--- src/sv/vsc_pkg.sv ---
// ----------------------------------------------------------------------------
// vsc_pkg
// Shared types, codes and keyword tables of the version string comparator.
// ----------------------------------------------------------------------------
package vsc_pkg;

    localparam int MAX_LEN_DEF = 64;
    localparam int NUM_W       = 32;   // saturating component number
    localparam int COMP_W      = 34;   // signed component value
    localparam int KW_CNT      = 5;
    localparam int KW_MAX      = 5;
    localparam int K_W         = 3;

    typedef logic [1:0] t_cmd_code;
    localparam t_cmd_code CMD_APP_A = 2'd0;
    localparam t_cmd_code CMD_APP_B = 2'd1;
    localparam t_cmd_code CMD_CMP   = 2'd2;

    typedef logic signed [1:0] t_order;
    localparam t_order ORD_OLDER = 2'b11;
    localparam t_order ORD_EQUAL = 2'b00;
    localparam t_order ORD_NEWER = 2'b01;

    // keyword tables, tried in this order
    localparam logic [7:0] KW_TEXT [KW_CNT][KW_MAX] = '{
        '{"a", "l", "p", "h", "a"},
        '{"b", "e", "t", "a", 8'h00},
        '{"p", "r", "e", 8'h00, 8'h00},
        '{"r", "c", 8'h00, 8'h00, 8'h00},
        '{"p", "l", 8'h00, 8'h00, 8'h00}
    };
    localparam int KW_LEN [KW_CNT] = '{5, 4, 3, 2, 2};
    localparam int KW_VAL [KW_CNT] = '{-3, -2, -1, -1, 0};

    typedef enum logic [3:0] {
        OP_NOP, OP_APPEND, OP_INIT, OP_READ_POS, OP_CLASSIFY, OP_UNDER,
        OP_NUM, OP_KW, OP_KW_EVAL, OP_SAVE_A, OP_SET_ORDER, OP_FINISH
    } t_op;

    typedef enum logic [2:0] {
        CL_ZERO, CL_UNDER, CL_DOT, CL_DIGIT, CL_LETTER, CL_OTHER
    } t_cls;

    typedef enum logic [3:0] {
        S_IDLE, S_LOOP, S_START, S_CLASSIFY, S_UNDER, S_NUM, S_KW,
        S_KW_EVAL, S_DONE, S_FINISH
    } t_state;

    typedef enum logic [1:0] {
        MODE_LOCK, MODE_REM_A, MODE_REM_B
    } t_mode;

    typedef struct packed {
        t_op    op;
        logic   sel;     // 0 first string, 1 second string
        logic   dest;    // digit run goes to revision when set
        t_order order;
    } t_dp_cmd;

    typedef struct packed {
        logic a_live;
        logic b_live;
        logic at_end;
        logic next_live;
        logic lp;
        t_cls cls;
        logic kw_more;
        logic ca_gt;
        logic ca_lt;
        logic comp_pos;
        logic comp_neg;
        logic rev_gt;
        logic rev_lt;
        logic out_full;
    } t_dp_status;

    function automatic logic [7:0] to_lower(input logic [7:0] c);
        return (c >= "A" && c <= "Z") ? 8'(c + 8'd32) : c;
    endfunction

    function automatic t_cls classify(input logic [7:0] c);
        logic [7:0] l;
        l = to_lower(c);
        if (c == 8'h00)                 return CL_ZERO;
        else if (c == "_")              return CL_UNDER;
        else if (c == ".")              return CL_DOT;
        else if (c >= "0" && c <= "9")  return CL_DIGIT;
        else if (l >= "a" && l <= "z")  return CL_LETTER;
        else                            return CL_OTHER;
    endfunction

endpackage

--- src/sv/vsc_ctrl.sv ---
// ----------------------------------------------------------------------------
// vsc_ctrl
// Sequencer: takes words, walks both strings component by component and
// drives the datapath with one command per cycle.
// ----------------------------------------------------------------------------
module vsc_ctrl (
    input  logic                  i_clk,
    input  logic                  i_rst_n,
    input  logic                  i_in_valid,
    input  vsc_pkg::t_cmd_code    i_cmd,
    output logic                  o_in_ready,
    input  vsc_pkg::t_dp_status   i_status,
    output vsc_pkg::t_dp_cmd      o_cmd
);

    vsc_pkg::t_state r_state, n_state;
    vsc_pkg::t_mode  r_mode, n_mode;
    logic            r_sel, n_sel;
    logic            r_dest, n_dest;

    // state registers
    always_ff @(posedge i_clk) begin
        if (!i_rst_n) begin
            r_state <= vsc_pkg::S_IDLE;
            r_mode  <= vsc_pkg::MODE_LOCK;
            r_sel   <= 1'b0;
            r_dest  <= 1'b0;
        end else begin
            r_state <= n_state;
            r_mode  <= n_mode;
            r_sel   <= n_sel;
            r_dest  <= n_dest;
        end
    end

    // next state and commands
    always_comb begin
        n_state     = r_state;
        n_mode      = r_mode;
        n_sel       = r_sel;
        n_dest      = r_dest;
        o_in_ready  = 1'b0;
        o_cmd.op    = vsc_pkg::OP_NOP;
        o_cmd.sel   = r_sel;
        o_cmd.dest  = r_dest;
        o_cmd.order = vsc_pkg::ORD_EQUAL;
        unique case (r_state)
            vsc_pkg::S_IDLE: begin
                o_in_ready = 1'b1;
                if (i_in_valid) begin
                    if (i_cmd == vsc_pkg::CMD_APP_A || i_cmd == vsc_pkg::CMD_APP_B) begin
                        o_cmd.op = vsc_pkg::OP_APPEND;
                    end else if (i_cmd == vsc_pkg::CMD_CMP) begin
                        o_cmd.op = vsc_pkg::OP_INIT;
                        n_state  = vsc_pkg::S_LOOP;
                    end
                end
            end
            vsc_pkg::S_LOOP: begin
                if (i_status.a_live && i_status.b_live) begin
                    n_mode  = vsc_pkg::MODE_LOCK;
                    n_sel   = 1'b0;
                    n_state = vsc_pkg::S_START;
                end else if (i_status.a_live) begin
                    n_mode  = vsc_pkg::MODE_REM_A;
                    n_sel   = 1'b0;
                    n_state = vsc_pkg::S_START;
                end else if (i_status.b_live) begin
                    n_mode  = vsc_pkg::MODE_REM_B;
                    n_sel   = 1'b1;
                    n_state = vsc_pkg::S_START;
                end else begin
                    // all components tie: revision decides
                    o_cmd.op    = vsc_pkg::OP_SET_ORDER;
                    o_cmd.order = i_status.rev_gt ? vsc_pkg::ORD_NEWER :
                                  i_status.rev_lt ? vsc_pkg::ORD_OLDER : vsc_pkg::ORD_EQUAL;
                    n_state     = vsc_pkg::S_FINISH;
                end
            end
            vsc_pkg::S_START: begin
                o_cmd.op = vsc_pkg::OP_READ_POS;
                n_state  = i_status.at_end ? vsc_pkg::S_DONE : vsc_pkg::S_CLASSIFY;
            end
            vsc_pkg::S_CLASSIFY: begin
                o_cmd.op = vsc_pkg::OP_CLASSIFY;
                n_state  = vsc_pkg::S_DONE;
                if (!i_status.lp) begin
                    unique case (i_status.cls)
                        vsc_pkg::CL_UNDER: begin
                            if (i_status.next_live) n_state = vsc_pkg::S_UNDER;
                        end
                        vsc_pkg::CL_DIGIT: begin
                            n_dest = 1'b0;
                            if (i_status.next_live) n_state = vsc_pkg::S_NUM;
                        end
                        vsc_pkg::CL_LETTER: begin
                            n_state = i_status.next_live ? vsc_pkg::S_KW : vsc_pkg::S_KW_EVAL;
                        end
                        default: n_state = vsc_pkg::S_DONE;
                    endcase
                end
            end
            vsc_pkg::S_UNDER: begin
                o_cmd.op = vsc_pkg::OP_UNDER;
                n_state  = vsc_pkg::S_DONE;
                if (i_status.cls == vsc_pkg::CL_DIGIT) begin
                    n_dest = 1'b1;
                    if (i_status.next_live) n_state = vsc_pkg::S_NUM;
                end
            end
            vsc_pkg::S_NUM: begin
                o_cmd.op = vsc_pkg::OP_NUM;
                if (!(i_status.cls == vsc_pkg::CL_DIGIT && i_status.next_live)) begin
                    n_state = vsc_pkg::S_DONE;
                end
            end
            vsc_pkg::S_KW: begin
                o_cmd.op = vsc_pkg::OP_KW;
                if (!i_status.kw_more) n_state = vsc_pkg::S_KW_EVAL;
            end
            vsc_pkg::S_KW_EVAL: begin
                o_cmd.op = vsc_pkg::OP_KW_EVAL;
                n_state  = vsc_pkg::S_DONE;
            end
            vsc_pkg::S_DONE: begin
                n_state = vsc_pkg::S_LOOP;
                unique case (r_mode)
                    vsc_pkg::MODE_LOCK: begin
                        if (!r_sel) begin
                            o_cmd.op = vsc_pkg::OP_SAVE_A;
                            n_sel    = 1'b1;
                            n_state  = vsc_pkg::S_START;
                        end else if (i_status.ca_gt || i_status.ca_lt) begin
                            o_cmd.op    = vsc_pkg::OP_SET_ORDER;
                            o_cmd.order = i_status.ca_gt ? vsc_pkg::ORD_NEWER
                                                         : vsc_pkg::ORD_OLDER;
                            n_state     = vsc_pkg::S_FINISH;
                        end
                    end
                    vsc_pkg::MODE_REM_A: begin
                        if (i_status.comp_pos || i_status.comp_neg) begin
                            o_cmd.op    = vsc_pkg::OP_SET_ORDER;
                            o_cmd.order = i_status.comp_pos ? vsc_pkg::ORD_NEWER
                                                            : vsc_pkg::ORD_OLDER;
                            n_state     = vsc_pkg::S_FINISH;
                        end
                    end
                    vsc_pkg::MODE_REM_B: begin
                        if (i_status.comp_pos || i_status.comp_neg) begin
                            o_cmd.op    = vsc_pkg::OP_SET_ORDER;
                            o_cmd.order = i_status.comp_pos ? vsc_pkg::ORD_OLDER
                                                            : vsc_pkg::ORD_NEWER;
                            n_state     = vsc_pkg::S_FINISH;
                        end
                    end
                    default: n_state = vsc_pkg::S_LOOP;
                endcase
            end
            vsc_pkg::S_FINISH: begin
                if (!i_status.out_full) begin
                    o_cmd.op = vsc_pkg::OP_FINISH;
                    n_state  = vsc_pkg::S_IDLE;
                end
            end
            default: n_state = vsc_pkg::S_IDLE;
        endcase
    end

    // the result register is never overwritten while a word waits in it
    a_finish_free: assert property (@(posedge i_clk) disable iff (!i_rst_n)
        (o_cmd.op == vsc_pkg::OP_FINISH) |-> !i_status.out_full)
        else $error("result loaded while output busy");
    // words are taken only while no compare is in flight; a taken compare starts the walk
    a_ready_idle: assert property (@(posedge i_clk) disable iff (!i_rst_n)
        (o_in_ready && i_in_valid && i_cmd == vsc_pkg::CMD_CMP) |=> (r_state == vsc_pkg::S_LOOP))
        else $error("compare did not start the walk");
    // the second string is scanned in lockstep only after the first one
    a_lock_order: assert property (@(posedge i_clk) disable iff (!i_rst_n)
        (r_state == vsc_pkg::S_DONE && r_mode == vsc_pkg::MODE_LOCK && !r_sel)
        |=> (r_sel && r_state == vsc_pkg::S_START))
        else $error("lockstep order broken");

endmodule

--- src/sv/vsc_dp.sv ---
// ----------------------------------------------------------------------------
// vsc_dp
// Datapath: two text buffers, per-string scan registers, number and keyword
// accumulators, and the result register.
// ----------------------------------------------------------------------------
module vsc_dp #(
    parameter int MAX_LEN = vsc_pkg::MAX_LEN_DEF
) (
    input  logic                  i_clk,
    input  logic                  i_rst_n,
    input  vsc_pkg::t_cmd_code    i_cmd,
    input  logic [7:0]            i_text_byte,
    input  logic                  i_out_ready,
    input  vsc_pkg::t_dp_cmd      i_dcmd,
    output vsc_pkg::t_dp_status   o_status,
    output logic                  o_out_valid,
    output vsc_pkg::t_order       o_order,
    output logic                  o_truncated
);

    localparam int POS_W = $clog2(MAX_LEN + 1);
    localparam int IDX_W = $clog2(MAX_LEN);
    localparam int SUM_W = POS_W + 1;

    logic [7:0]          mem_a [MAX_LEN];
    logic [7:0]          mem_b [MAX_LEN];
    logic [7:0]          r_rd_a, r_rd_b;

    logic [POS_W-1:0]    r_len_a, n_len_a, r_len_b, n_len_b;
    logic [POS_W-1:0]    r_pos [2], n_pos [2];
    logic [POS_W-1:0]    r_end [2], n_end [2];
    logic                r_lp [2], n_lp [2];
    logic [vsc_pkg::NUM_W-1:0] r_rev [2], n_rev [2];
    logic [vsc_pkg::NUM_W-1:0] r_acc, n_acc;
    logic signed [vsc_pkg::COMP_W-1:0] r_comp, n_comp, r_ca, n_ca;
    logic [vsc_pkg::K_W-1:0]    r_k, n_k;
    logic [vsc_pkg::KW_CNT-1:0] r_m, n_m;
    logic                r_ovf, n_ovf;
    vsc_pkg::t_order     r_res, n_res;
    logic                r_out_valid, n_out_valid;
    vsc_pkg::t_order     r_out_order, n_out_order;
    logic                r_out_trunc, n_out_trunc;

    logic                s;
    logic [7:0]          c, low;
    vsc_pkg::t_cls       cls;
    logic [3:0]          dig;
    logic [POS_W-1:0]    pos_s, end_s, avail;
    logic [SUM_W-1:0]    pos_p1, rd_off, rd_full;
    logic [IDX_W-1:0]    rd_idx;
    logic [vsc_pkg::NUM_W+3:0] acc10;
    logic [vsc_pkg::NUM_W-1:0] acc_next;
    logic                we_a, we_b;

    // current byte and scan position of the selected string
    assign s       = i_dcmd.sel;
    assign c       = s ? r_rd_b : r_rd_a;
    assign low     = vsc_pkg::to_lower(c);
    assign cls     = vsc_pkg::classify(c);
    assign dig     = c[3:0];
    assign pos_s   = r_pos[s];
    assign end_s   = r_end[s];
    assign avail   = end_s - pos_s;
    assign pos_p1  = {1'b0, pos_s} + SUM_W'(1);

    // read address: the byte at the scan position for OP_READ_POS, else a later byte of the scan
    always_comb begin
        unique case (i_dcmd.op)
            vsc_pkg::OP_READ_POS: rd_off = '0;
            vsc_pkg::OP_KW:       rd_off = SUM_W'(r_k) + SUM_W'(1);
            default:              rd_off = SUM_W'(1);
        endcase
    end
    assign rd_full = {1'b0, pos_s} + rd_off;
    assign rd_idx  = rd_full[IDX_W-1:0];

    // saturating decimal step
    assign acc10    = ({4'b0, r_acc} << 3) + ({4'b0, r_acc} << 1)
                    + (vsc_pkg::NUM_W + 4)'(dig);
    assign acc_next = (acc10[vsc_pkg::NUM_W+3:vsc_pkg::NUM_W] != 4'd0)
                    ? {vsc_pkg::NUM_W{1'b1}} : acc10[vsc_pkg::NUM_W-1:0];

    assign we_a = (i_dcmd.op == vsc_pkg::OP_APPEND) && (i_cmd == vsc_pkg::CMD_APP_A)
               && (r_len_a < POS_W'(MAX_LEN));
    assign we_b = (i_dcmd.op == vsc_pkg::OP_APPEND) && (i_cmd == vsc_pkg::CMD_APP_B)
               && (r_len_b < POS_W'(MAX_LEN));

    // text buffers with registered read
    always_ff @(posedge i_clk) begin
        if (we_a) mem_a[r_len_a[IDX_W-1:0]] <= i_text_byte;
        if (we_b) mem_b[r_len_b[IDX_W-1:0]] <= i_text_byte;
        r_rd_a <= mem_a[rd_idx];
        r_rd_b <= mem_b[rd_idx];
    end

    // datapath operations
    always_comb begin
        logic found;
        found       = 1'b0;
        n_len_a     = r_len_a;
        n_len_b     = r_len_b;
        n_pos       = r_pos;
        n_end       = r_end;
        n_lp        = r_lp;
        n_rev       = r_rev;
        n_acc       = r_acc;
        n_comp      = r_comp;
        n_ca        = r_ca;
        n_k         = r_k;
        n_m         = r_m;
        n_ovf       = r_ovf;
        n_res       = r_res;
        n_out_valid = r_out_valid && !i_out_ready;
        n_out_order = r_out_order;
        n_out_trunc = r_out_trunc;
        unique case (i_dcmd.op)
            vsc_pkg::OP_APPEND: begin
                if (i_cmd == vsc_pkg::CMD_APP_A) begin
                    if (we_a) n_len_a = POS_W'(r_len_a + POS_W'(1));
                    else      n_ovf   = 1'b1;
                end else begin
                    if (we_b) n_len_b = POS_W'(r_len_b + POS_W'(1));
                    else      n_ovf   = 1'b1;
                end
            end
            vsc_pkg::OP_INIT: begin
                n_pos[0] = '0;
                n_pos[1] = '0;
                n_end[0] = r_len_a;
                n_end[1] = r_len_b;
                n_lp[0]  = 1'b0;
                n_lp[1]  = 1'b0;
                n_rev[0] = '0;
                n_rev[1] = '0;
            end
            vsc_pkg::OP_READ_POS: begin
                n_comp = '0;
            end
            vsc_pkg::OP_CLASSIFY: begin
                n_comp = '0;
                if (r_lp[s]) begin
                    // pending letter gives its alphabet index
                    n_lp[s]  = 1'b0;
                    n_pos[s] = POS_W'(pos_p1);
                    n_comp   = $signed({{(vsc_pkg::COMP_W-8){1'b0}}, 8'(low - 8'h60)});
                end else begin
                    unique case (cls)
                        vsc_pkg::CL_ZERO: n_end[s] = pos_s;
                        vsc_pkg::CL_DIGIT: begin
                            n_acc    = vsc_pkg::NUM_W'(dig);
                            n_comp   = vsc_pkg::COMP_W'(dig);
                            n_pos[s] = POS_W'(pos_p1);
                        end
                        vsc_pkg::CL_LETTER: begin
                            n_k = vsc_pkg::K_W'(1);
                            for (int j = 0; j < vsc_pkg::KW_CNT; j++) begin
                                n_m[j] = (low == vsc_pkg::KW_TEXT[j][0]);
                            end
                        end
                        default: n_pos[s] = POS_W'(pos_p1);
                    endcase
                end
            end
            vsc_pkg::OP_UNDER: begin
                n_comp = '0;
                if (cls == vsc_pkg::CL_DIGIT) begin
                    n_acc    = vsc_pkg::NUM_W'(dig);
                    n_rev[s] = vsc_pkg::NUM_W'(dig);
                    n_pos[s] = POS_W'(pos_p1);
                end
            end
            vsc_pkg::OP_NUM: begin
                if (cls == vsc_pkg::CL_DIGIT) begin
                    n_acc    = acc_next;
                    n_pos[s] = POS_W'(pos_p1);
                    if (i_dcmd.dest) n_rev[s] = acc_next;
                    else             n_comp   = $signed({2'b00, acc_next});
                end
            end
            vsc_pkg::OP_KW: begin
                for (int j = 0; j < vsc_pkg::KW_CNT; j++) begin
                    if ((int'(r_k) < vsc_pkg::KW_LEN[j]) && (low != vsc_pkg::KW_TEXT[j][r_k])) begin
                        n_m[j] = 1'b0;
                    end
                end
                n_k = vsc_pkg::K_W'(r_k + vsc_pkg::K_W'(1));
            end
            vsc_pkg::OP_KW_EVAL: begin
                // first keyword that matches wholly inside the string wins
                n_comp = '0;
                for (int j = 0; j < vsc_pkg::KW_CNT; j++) begin
                    if (!found && r_m[j] && (avail >= POS_W'(vsc_pkg::KW_LEN[j]))) begin
                        found    = 1'b1;
                        n_pos[s] = POS_W'(pos_s + POS_W'(vsc_pkg::KW_LEN[j]));
                        n_comp   = vsc_pkg::COMP_W'(vsc_pkg::KW_VAL[j]);
                    end
                end
                if (!found) n_lp[s] = 1'b1;
            end
            vsc_pkg::OP_SAVE_A:    n_ca  = r_comp;
            vsc_pkg::OP_SET_ORDER: n_res = i_dcmd.order;
            vsc_pkg::OP_FINISH: begin
                n_out_valid = 1'b1;
                n_out_order = r_res;
                n_out_trunc = r_ovf;
                n_len_a     = '0;
                n_len_b     = '0;
                n_ovf       = 1'b0;
            end
            default: n_comp = r_comp;
        endcase
    end

    // control registers
    always_ff @(posedge i_clk) begin
        if (!i_rst_n) begin
            r_len_a     <= '0;
            r_len_b     <= '0;
            r_ovf       <= 1'b0;
            r_out_valid <= 1'b0;
            r_pos[0]    <= '0;
            r_pos[1]    <= '0;
            r_end[0]    <= '0;
            r_end[1]    <= '0;
            r_k         <= '0;
        end else begin
            r_len_a     <= n_len_a;
            r_len_b     <= n_len_b;
            r_ovf       <= n_ovf;
            r_out_valid <= n_out_valid;
            r_pos       <= n_pos;
            r_end       <= n_end;
            r_k         <= n_k;
        end
    end

    // payload registers
    always_ff @(posedge i_clk) begin
        r_lp        <= n_lp;
        r_rev       <= n_rev;
        r_acc       <= n_acc;
        r_comp      <= n_comp;
        r_ca        <= n_ca;
        r_m         <= n_m;
        r_res       <= n_res;
        r_out_order <= n_out_order;
        r_out_trunc <= n_out_trunc;
    end

    // status toward the sequencer
    always_comb begin
        o_status.a_live    = r_pos[0] < r_end[0];
        o_status.b_live    = r_pos[1] < r_end[1];
        o_status.at_end    = pos_s >= end_s;
        o_status.next_live = pos_p1 < {1'b0, end_s};
        o_status.lp        = r_lp[s];
        o_status.cls       = cls;
        o_status.kw_more   = (r_k < vsc_pkg::K_W'(vsc_pkg::KW_MAX - 1))
                          && (({1'b0, pos_s} + SUM_W'(r_k) + SUM_W'(1)) < {1'b0, end_s});
        o_status.ca_gt     = r_ca > r_comp;
        o_status.ca_lt     = r_ca < r_comp;
        o_status.comp_pos  = r_comp > 0;
        o_status.comp_neg  = r_comp < 0;
        o_status.rev_gt    = r_rev[0] > r_rev[1];
        o_status.rev_lt    = r_rev[0] < r_rev[1];
        o_status.out_full  = r_out_valid && !i_out_ready;
    end

    assign o_out_valid = r_out_valid;
    assign o_order     = r_out_order;
    assign o_truncated = r_out_trunc;

    a_len_bound: assert property (@(posedge i_clk) disable iff (!i_rst_n)
        (r_len_a <= POS_W'(MAX_LEN)) && (r_len_b <= POS_W'(MAX_LEN)))
        else $error("buffer length beyond capacity");
    a_pos_bound: assert property (@(posedge i_clk) disable iff (!i_rst_n)
        (r_pos[0] <= r_end[0]) && (r_pos[1] <= r_end[1]))
        else $error("scan position past string end");
    a_kw_bound: assert property (@(posedge i_clk) disable iff (!i_rst_n)
        (i_dcmd.op == vsc_pkg::OP_KW) |-> (r_k < vsc_pkg::K_W'(vsc_pkg::KW_MAX)))
        else $error("keyword index out of range");

endmodule

--- src/sv/version_string_compare.sv ---
// ----------------------------------------------------------------------------
// version_string_compare
// Loads two version strings byte by byte and orders them component-wise.
//
//   channel | valid      | ready       | payload
//   --------+------------+-------------+-------------------------
//   in      | i_in_valid | o_in_ready  | i_cmd, i_text_byte
//   out     | o_out_valid| i_out_ready | o_order, o_truncated
//
// An append word is taken while the sequencer is idle. A compare walks both
// buffers through one registered read per cycle; a letter that is no keyword
// is tried as a keyword probe first, then gives its alphabet index.
// Reset is synchronous, active low, and empties both buffers.
// Appends are still taken while a result waits; a compare holds at its end
// until the result register is free.
// ----------------------------------------------------------------------------
module version_string_compare #(
    parameter int MAX_LEN = vsc_pkg::MAX_LEN_DEF
) (
    input  logic        i_clk,
    input  logic        i_rst_n,
    input  logic        i_in_valid,
    output logic        o_in_ready,
    input  logic [1:0]  i_cmd,
    input  logic [7:0]  i_text_byte,
    output logic        o_out_valid,
    input  logic        i_out_ready,
    output logic signed [1:0] o_order,
    output logic        o_truncated
);

    vsc_pkg::t_dp_cmd    dcmd;
    vsc_pkg::t_dp_status status;

    // sequencer
    vsc_ctrl u_ctrl (
        .i_clk      (i_clk),
        .i_rst_n    (i_rst_n),
        .i_in_valid (i_in_valid),
        .i_cmd      (i_cmd),
        .o_in_ready (o_in_ready),
        .i_status   (status),
        .o_cmd      (dcmd)
    );

    // buffers and scan datapath
    vsc_dp #(
        .MAX_LEN (MAX_LEN)
    ) u_dp (
        .i_clk       (i_clk),
        .i_rst_n     (i_rst_n),
        .i_cmd       (i_cmd),
        .i_text_byte (i_text_byte),
        .i_out_ready (i_out_ready),
        .i_dcmd      (dcmd),
        .o_status    (status),
        .o_out_valid (o_out_valid),
        .o_order     (o_order),
        .o_truncated (o_truncated)
    );

endmodule
--- config.mk ---
export PLATFORM = sky130hd
export DESIGN_NAME = version_string_compare
export DESIGN_NICKNAME = d
export VERILOG_FILES = /design/src/sv/vsc_pkg.sv /design/src/sv/vsc_ctrl.sv /design/src/sv/vsc_dp.sv /design/src/sv/version_string_compare.sv
export SDC_FILE = /design/constraint.sdc
export NUM_CORES = 2
export LEC_CHECK = 0
export ABC_AREA = 1
export BUFFER_PORTS_ARGS = -buffer_cell sky130_fd_sc_hd__buf_4
export CAP_MARGIN = 40
export CORE_MARGIN = 5
export CORE_UTILIZATION = 35
export DETAILED_ROUTE_END_ITERATION = 10
export PLACE_DENSITY = 0.57
export SKIP_CTS_REPAIR_TIMING = 1
export SYNTH_ARGS = -nofsm -noshare
export SYNTH_HDL_FRONTEND = slang
export SYNTH_SLANG_ARGS = --single-unit
--- constraint.sdc ---
create_clock -name i_clk -period 11.1 [get_ports i_clk]
set_clock_uncertainty 0.2 [all_clocks]
set_input_delay 1.665 -clock i_clk [delete_from_list [all_inputs] [get_ports i_clk]]
set_output_delay 1.665 -clock i_clk [all_outputs]
set_load 0.02 [all_outputs]
; ---- After elaboration in Yosys (flattened, before gate mapping)
; Memories as Yosys holds them, arrays and structs flattened. A register that Yosys moved wholly into a read port is not among the register bits.
; Cells that the tools add are included.
; Widths: inputs -> output; s select.
[totals]
regBits = 231
ram_bits = 1024
romBits = 320
inputBits = 14
out_inout_bits = 5
wordCells = 409
mem_count = 7
[op_classes]
addsub = 17
order_cmp = 31
eq_ne = 71
muxes = 176
bitwise = 5
reduce_logical = 74
[memory_table]
columns = memory, words, width, rd, rd_clocked_by_memory_dff, wr, line
row1 = u_dp.mem_a, 64, 8, 1, 1, 1, vsc_dp.sv:25  ; logic [7:0] mem_a [MAX_LEN];
row2 = u_dp.mem_b, 64, 8, 1, 1, 1, vsc_dp.sv:26  ; logic [7:0] mem_b [MAX_LEN];
row3 = (no name shown), 8, 8, 1, 0, 0, vsc_dp.sv:182  ; if ((int'(r_k) < vsc_pkg::KW_LEN[j]) && (low != vsc_pkg::KW_TEXT[j][r_k])) begin
row4 = (no name shown), 8, 8, 1, 0, 0, vsc_dp.sv:182
row5 = (no name shown), 8, 8, 1, 0, 0, vsc_dp.sv:182
row6 = (no name shown), 8, 8, 1, 0, 0, vsc_dp.sv:182
row7 = +1 memories, -, -, -, -, -, -
[op_table]
columns = op, n
row1 = $mux 34, 8
row2 = $mux 14, 14
row3 = $mux 64, 3
row4 = $pmux 64 s3, 1
row5 = $mux 32, 5
row6 = $pmux 34 s4, 1
row7 = $bwmux 64, 2
row8 = $mux 4, 27
row9 = $bwmux 14, 7
row10 = $mux 8, 12
row11 = $pmux 32 s3, 1
row12 = $pmux 4 s10, 2
row13 = $mux 7, 11
row14 = $pmux 14 s4, 1
row15 = $eq 8x7->1 const B, 5
row16 = $ne 8x8->1, 5
row17 = $mux 1, 37
row18 = $add 35x33->36, 1
row19 = $add 36x4->36, 1
row20 = $mux 2, 18
row21 = $ne 2x2->1 const B, 18
row22 = $gt 34x1->1 const B, 1
row23 = $gt 34x34->1, 1
row24 = $lt 34x1->1 const B, 1
row25 = 77 further kinds, 191

; ---- Logic depth before layout (Yosys ltp)
[depth]
ltp_word = 31
depth_mapped = 31
mapped_depth_nobuf = 26

; ---- Modules after synthesis
; A second synthesis with hierarchy kept.
[hier_totals]
cells_unflattened = 5608
area_unflattened_um2 = 58790.1
[by_module_without_submodules]
columns = module, instances, cells_each, area_each_um2, seq_area_each_um2
row1 = vsc_dp, 1, 5453, 57893.0, 37235.7
row2 = vsc_ctrl, 1, 155, 897.1, 160.2

; ---- Worst setup path before layout
; No wires, ideal clock.
[synth_path]
kind = input-to-reg
start = in i_in_valid
end = reg u_dp.r_rev[0] (netlist bit) (enable)
setup_time_ns = 0.581
arrival_time_ns = 6.872
t_required_ns = 10.319
slack_ns = 3.446
path_stages = 6
path_buffers = 0
path_cell_list = inv_1 nor3_1 inv_1 nor2_1 nor2_1 a211oi_1
[synth_between]
elab_chain_len = 5
elab_cells_between_ends = 10
classes_between = eq/ne: 6 / mux: 2 / reduce/logical: 2
[synth_lines]
columns = element, line
row1 = from (decl), version_string_compare.sv:22  ; input logic i_in_valid,
row2 = $mux 4 *, vsc_ctrl.sv:50  ; if (i_in_valid) begin
row3 = $pmux 4 s10 *, vsc_ctrl.sv:47  ; unique case (r_state)
row4 = $eq 4x3->1 or $eq 4x2->1 (tied branches), vsc_dp.sv:116  ; unique case (i_dcmd.op)
row5 = $ne 2x2->1 (no source line) or $reduce_bool 3->1 (tied branches), -
row6 = $reduce_and 4->1 (no source line) *, -
row7 = to (signal assigned), vsc_dp.sv:240  ; r_rev <= n_rev;
row8 = to (decl), vsc_dp.sv:33  ; logic [vsc_pkg::NUM_W-1:0] r_rev [2], n_rev [2];
; Every way passes the cells marked *; elsewhere a longest branch is shown, timed or not.
; A chain may end at the register's enable or synchronous reset.

; ---- Final worst setup path
[layout_path]
start = reg u_ctrl.r_sel
end = reg u_dp.r_pos[4] (netlist bit)
[layout_between]
elab_chain_len = 29
elab_cells_between_ends = 102
classes_between = add/sub: 7 / order compare: 12 / eq/ne: 11 / mux: 48 / bitwise: 1 / reduce/logical: 23
[layout_lines]
columns = element, line
row1 = from (decl), vsc_ctrl.sv:18  ; logic r_sel, n_sel;
row2 = from (signal assigned), vsc_ctrl.sv:31  ; r_sel <= n_sel;
row3 = $not 1->2 (not written as such), -
row4 = $mux 7 (on tied branches) (3 in series), "vsc_dp.sv:62, vsc_dp.sv:61"
row5 = $sub 7x7->7, vsc_dp.sv:63  ; assign avail = end_s - pos_s;
row6 = $ge 7x3->1, vsc_dp.sv:192  ; if (!found && r_m[j] && (avail >= POS_W'(vsc_pkg::KW_LEN[j]))) begin
row7 = $logic_and 1x1->1, vsc_dp.sv:192
row8 = $mux 1, vsc_dp.sv:192
row9 = $mux 1, vsc_dp.sv:116
row10 = $logic_not 1->1, vsc_dp.sv:192
row11 = [9 not listed], -
row12 = $logic_not 1->1, vsc_dp.sv:192
row13 = $logic_and 1x1->1 (2 in series), vsc_dp.sv:192
row14 = $mux 1, vsc_dp.sv:192
row15 = $mux 1, vsc_dp.sv:116
row16 = $logic_not 1->1, vsc_dp.sv:192
row17 = $logic_and 1x1->1 (2 in series), vsc_dp.sv:192
row18 = $mux 14, vsc_dp.sv:192
row19 = $pmux 14 s4, vsc_dp.sv:116
row20 = to (signal assigned), vsc_dp.sv:231  ; r_pos <= n_pos;
row21 = to (decl), vsc_dp.sv:30  ; logic [POS_W-1:0] r_pos [2], n_pos [2];
; Several ways; a longest one is shown, not always the timed one. The select of a mux whose other input is x is not followed.

==> results.py <==
metrics = {
    "setup_path": {
        "path_max_fanout": 50,
        "worstSetupStartpointType": "register",
        "r2r-end": "u_dp.r_pos[4]$_SDFFE_PN0P_",
        "worstPathRequired_ps": 11610,
        "worstRegToRegCells": 23,
        "cp.arrival_ps": 7130,
        "r2r_setup_slack_ps": 4480,
        "end_kind": "register",
        "criticalPathCategory": "register to register",
        "timing.rr.start": "u_ctrl.r_sel$_SDFFE_PN0P_",
        "startpoint": "u_ctrl.r_sel$_SDFFE_PN0P_",
    },
    "routing": {
        "final_antenna_net_count": 0,
        "vias": 40379,
        "highest_layer": "met5",
        "wl_per_cell_um": 21.04,
        "drtIter0Drc": 3984,
        "routed_wl_mm": 159.4,
        "wl_met2_mm": 73.24,
        "drtPass1Iterations": 6,
        "vias_per_cell": 5.331,
        "wl_met1_mm": 69.29,
        "route.met3.wl_mm": 10.60,
        "route.detailed.drc": 0,
    },
    "sta": {
        "worst_slack_ps": 4484,
        "period_needed_ps": 6616,
        "hold_viol": 0,
        "maxSlewHeadroom": 0.2490,
        "setup_violations": 0,
        "fmax_ghz": 0.1511,
        "rsz0062_at_grt": "no",
        "final_max_slew_viol_count": 0,
        "finalSetupTns_ps": 0,
        "fin_crit_sh": 0.5960,
        "tightestPinTransition_ps": 1112,
    },
    "floorplan": {
        "coreArea_um2": 167000,
        "ios": 19,
        "die_h_um": 419.7,
        "dieArea_um2": 176100,
        "fp.dieW_um": 419.7,
        "start_util": 0.3517,
        "rows": 150,
    },
    "power": {
        "p_leak_nw": 23.85,
        "power_density_nw_per_um2": 242.1,
        "totalPowerFinal_mw": 16.02,
        "ir_worst_vdd_mv": 0.2108,
    },
    "run_status": {
        "status": "finished, final reports clean",
    },
    "yosys": {
        "ys_seq_elements": 1269,
        "netlist.area_leader.share": 0.6124,
        "syn-cell-area_um2": 58740,
        "synth_nets": 5491,
        "synth_ff_type": "edfxtp_1",
        "yosysSeqAreaShare": 0.6366,
        "synth_top_area_cell": "edfxtp_1",
        "synth_edf_count": 1198,
        "syn_avg_cell_area_um2": 11.12,
        "postSynthCellCount": 5283,
        "synth.distinct_cells": 54,
        "ys_top_cells_by_area": "edfxtp_1 (61%), nand2_1 (7.0%), ha_1 (4.0%)",
        "yosysWarningCount": 0,
        "async_reset_ff_frac": 0,
    },
    "cts": {
        "clock-sinks": 1269,
        "cts_made_buffers": 139,
        "cts_tree": "done",
        "clockBufferDepth": 3,
        "cts_root_buffer": "clkbuf_16",
        "clk_pin_slew_ps": 60,
        "htreeDepth": 4,
        "insertion_delay_ps": 770,
    },
    "placed_design": {
        "port_buffers": 18,
        "post-place-ws_ps": 4567,
        "place_hpwl_mm": 102.2,
        "gp_congestion": 0.9040,
        "placed_cells": 7318,
    },
    "final_layout": {
        "final_cells": 7575,
        "synthToLayoutAreaGrowth_pct": 12.65,
        "layout_common_cells": "edfxtp_1 (1,198), nand2_1 (1,100), nor2_1 (431)",
        "final_common_cell": "edfxtp_1",
        "fin_nets": 5467,
        "layout-drive-gt1-share": 0.07078,
        "fin_util": 0.3961,
    },
    "worst_hold_path": {
        "hp-class": "register to register",
        "hp-start": "u_dp.r_res[0]$_SDFFCE_PN0N_",
        "min_to": "u_dp.o_order[0]$_DFFE_PN_",
        "worstHoldPathCells": 0,
    },
    "global_routing": {
        "grt_pass1_wl_mm": 241.2,
        "grt-ovfl-total": 0,
        "grt_max_degree": 194,
        "antenna_found_initial": 6,
        "grt_pass1_vias": 38831,
        "grt_usage": 0.1777,
    },
    "job": {
        "drv_cap": 0,
    },
}
how the worst max path moves through the flow:
stage / endpoint / cells after the start
6_report: u_dp.r_pos[4]$_SDFFE_PN0P_ / 23
5_1_grt: u_dp.r_pos[4]$_SDFFE_PN0P_ / 23
4_1_cts: u_dp.r_pos[4]$_SDFFE_PN0P_ / 23
3_5_place_dp: u_dp.r_pos[4]$_SDFFE_PN0P_ / 23
3_3_place_gp: u_dp.r_comp[7]$_DFFE_PP_ / 20
2_1_floorplan: u_dp.r_rev[0]$_SDFFCE_PN0P_ / 6
kinds of logic after synthesis:
kind of cell / Yosys count / synth area share
adders and majority gates: 194 / 0.04196
and+or+nand+nor: 1914 / 0.1343
DFF: 1269 / 0.6366
buffers and inverters: 617 / 0.04030
xor gates and xnor gates: 71 / 0.01059
AOI/OAI and AO/OA: 1109 / 0.1176
muxes: 109 / 0.01857
report_power, final:
| group | total (mW) | switching [mW] | internal (mW) | leakage (nW) |
|---|---|---|---|---|
| Combinational | 5.87 | 4.12 | 1.74 | 10.4 |
| Sequential | 5.60 | 0.176 | 5.42 | 11.3 |
| Clock | 4.56 | 1.92 | 2.63 | 2.17 |
worst max-delay path: stages (launching register included):
cell	delay (ps)
dfxtp_4	490
inv_2	630
buf_4	630
nand2_1	170
nand2_1	310
clkinv_1	390
ha_1	470
a21oi_1	280
nand3_1	140
nand2_1	80
nand2_1	50
nor2_1	180
nand3_1	120
nand2_1	430
inv_1	400
nor2_1	660
nor2_1	180
nand3_1	170
nand2_1	120
nand2_1	100
nand3_1	70
nand2_1	70
nor2_1	40
nor2_1	110
state kept, by name, indices dropped and copies added, names as in the netlist, 2 cells and up:
signal          count
u_ctrl.r_mode       2
u_dp.r_acc         32
u_dp.r_rd_b         8
u_ctrl.r_state      4
u_dp.r_k            3
u_dp.r_rd_a         8
u_dp.r_lp           2
u_dp.r_len_b        7
u_dp.r_rev         64
u_dp.mem_b        512
u_dp.r_len_a        7
u_dp.o_order        2
u_dp.r_end         14
u_dp.r_pos         14
u_dp.r_m            5
u_dp.mem_a        512
u_dp.r_ca          33
u_dp.r_res          2
u_dp.r_comp        33
per-stage QoR:
| step | hold WS [ps] | instance area, um^2 |
|---|---|---|
| after floorplan | 200.3 | 58740 |
| after global placement | 237.3 | 61190 |
| after detailed placement | 238.1 | 61660 |
| after CTS | 251.3 | 66140 |
| after global routing | 265.8 | 66170 |
| final | 239.3 | 66170 |
routing by layer:
layer	vias to the layer above	global-route usage
li1	19097	-
met1	19706	0.2411
met2	1277	0.2817
met3	297	0.03311
met4	2	0.07308
met5	-	0
area by class of cell:
| class | instances | area (um^2) |
|---|---|---|
| diodes | 2 | 5.005 |
| clock buffers | 192 | 3854 |
| clock inverters | 59 | 623.1 |
| fillers | 15982 | 100900 |
| inverters | 333 | 1260 |
| multi-input cells | 3397 | 19120 |
| flip-flops and latches | 1269 | 37400 |
| well taps | 2204 | 2758 |
| repair buffers | 119 | 1146 |
synth_stat cells (3+ instances only):
master,n
nand2_2,20
nand4_1,41
inv_1,320
nor2_1,438
o32ai_1,3
buf_1,30
a31oi_1,6
clkbuf_1,241
o211ai_1,83
edfxtp_1,1198
o21a_1,6
o311ai_0,13
mux2i_1,109
xnor2_1,19
nor2_4,3
dfxtp_1,71
o22ai_1,10
nand2_1,1101
o2111ai_1,4
ha_1,189
a32oi_1,128
buf_6,4
o221ai_1,121
nor4_1,11
o21ai_1,8
or2_2,4
a21oi_1,387
o21ai_2,4
inv_2,6
clkinv_1,7
a21o_1,5
xor2_1,52
nor3_1,50
nand3_1,216
a211oi_1,8
fa_1,5
buf_4,4
o21ai_0,304
nand2_4,7
nand3b_1,14
o21bai_1,10
buf_2,5
(Power assumes the default switching activity.)
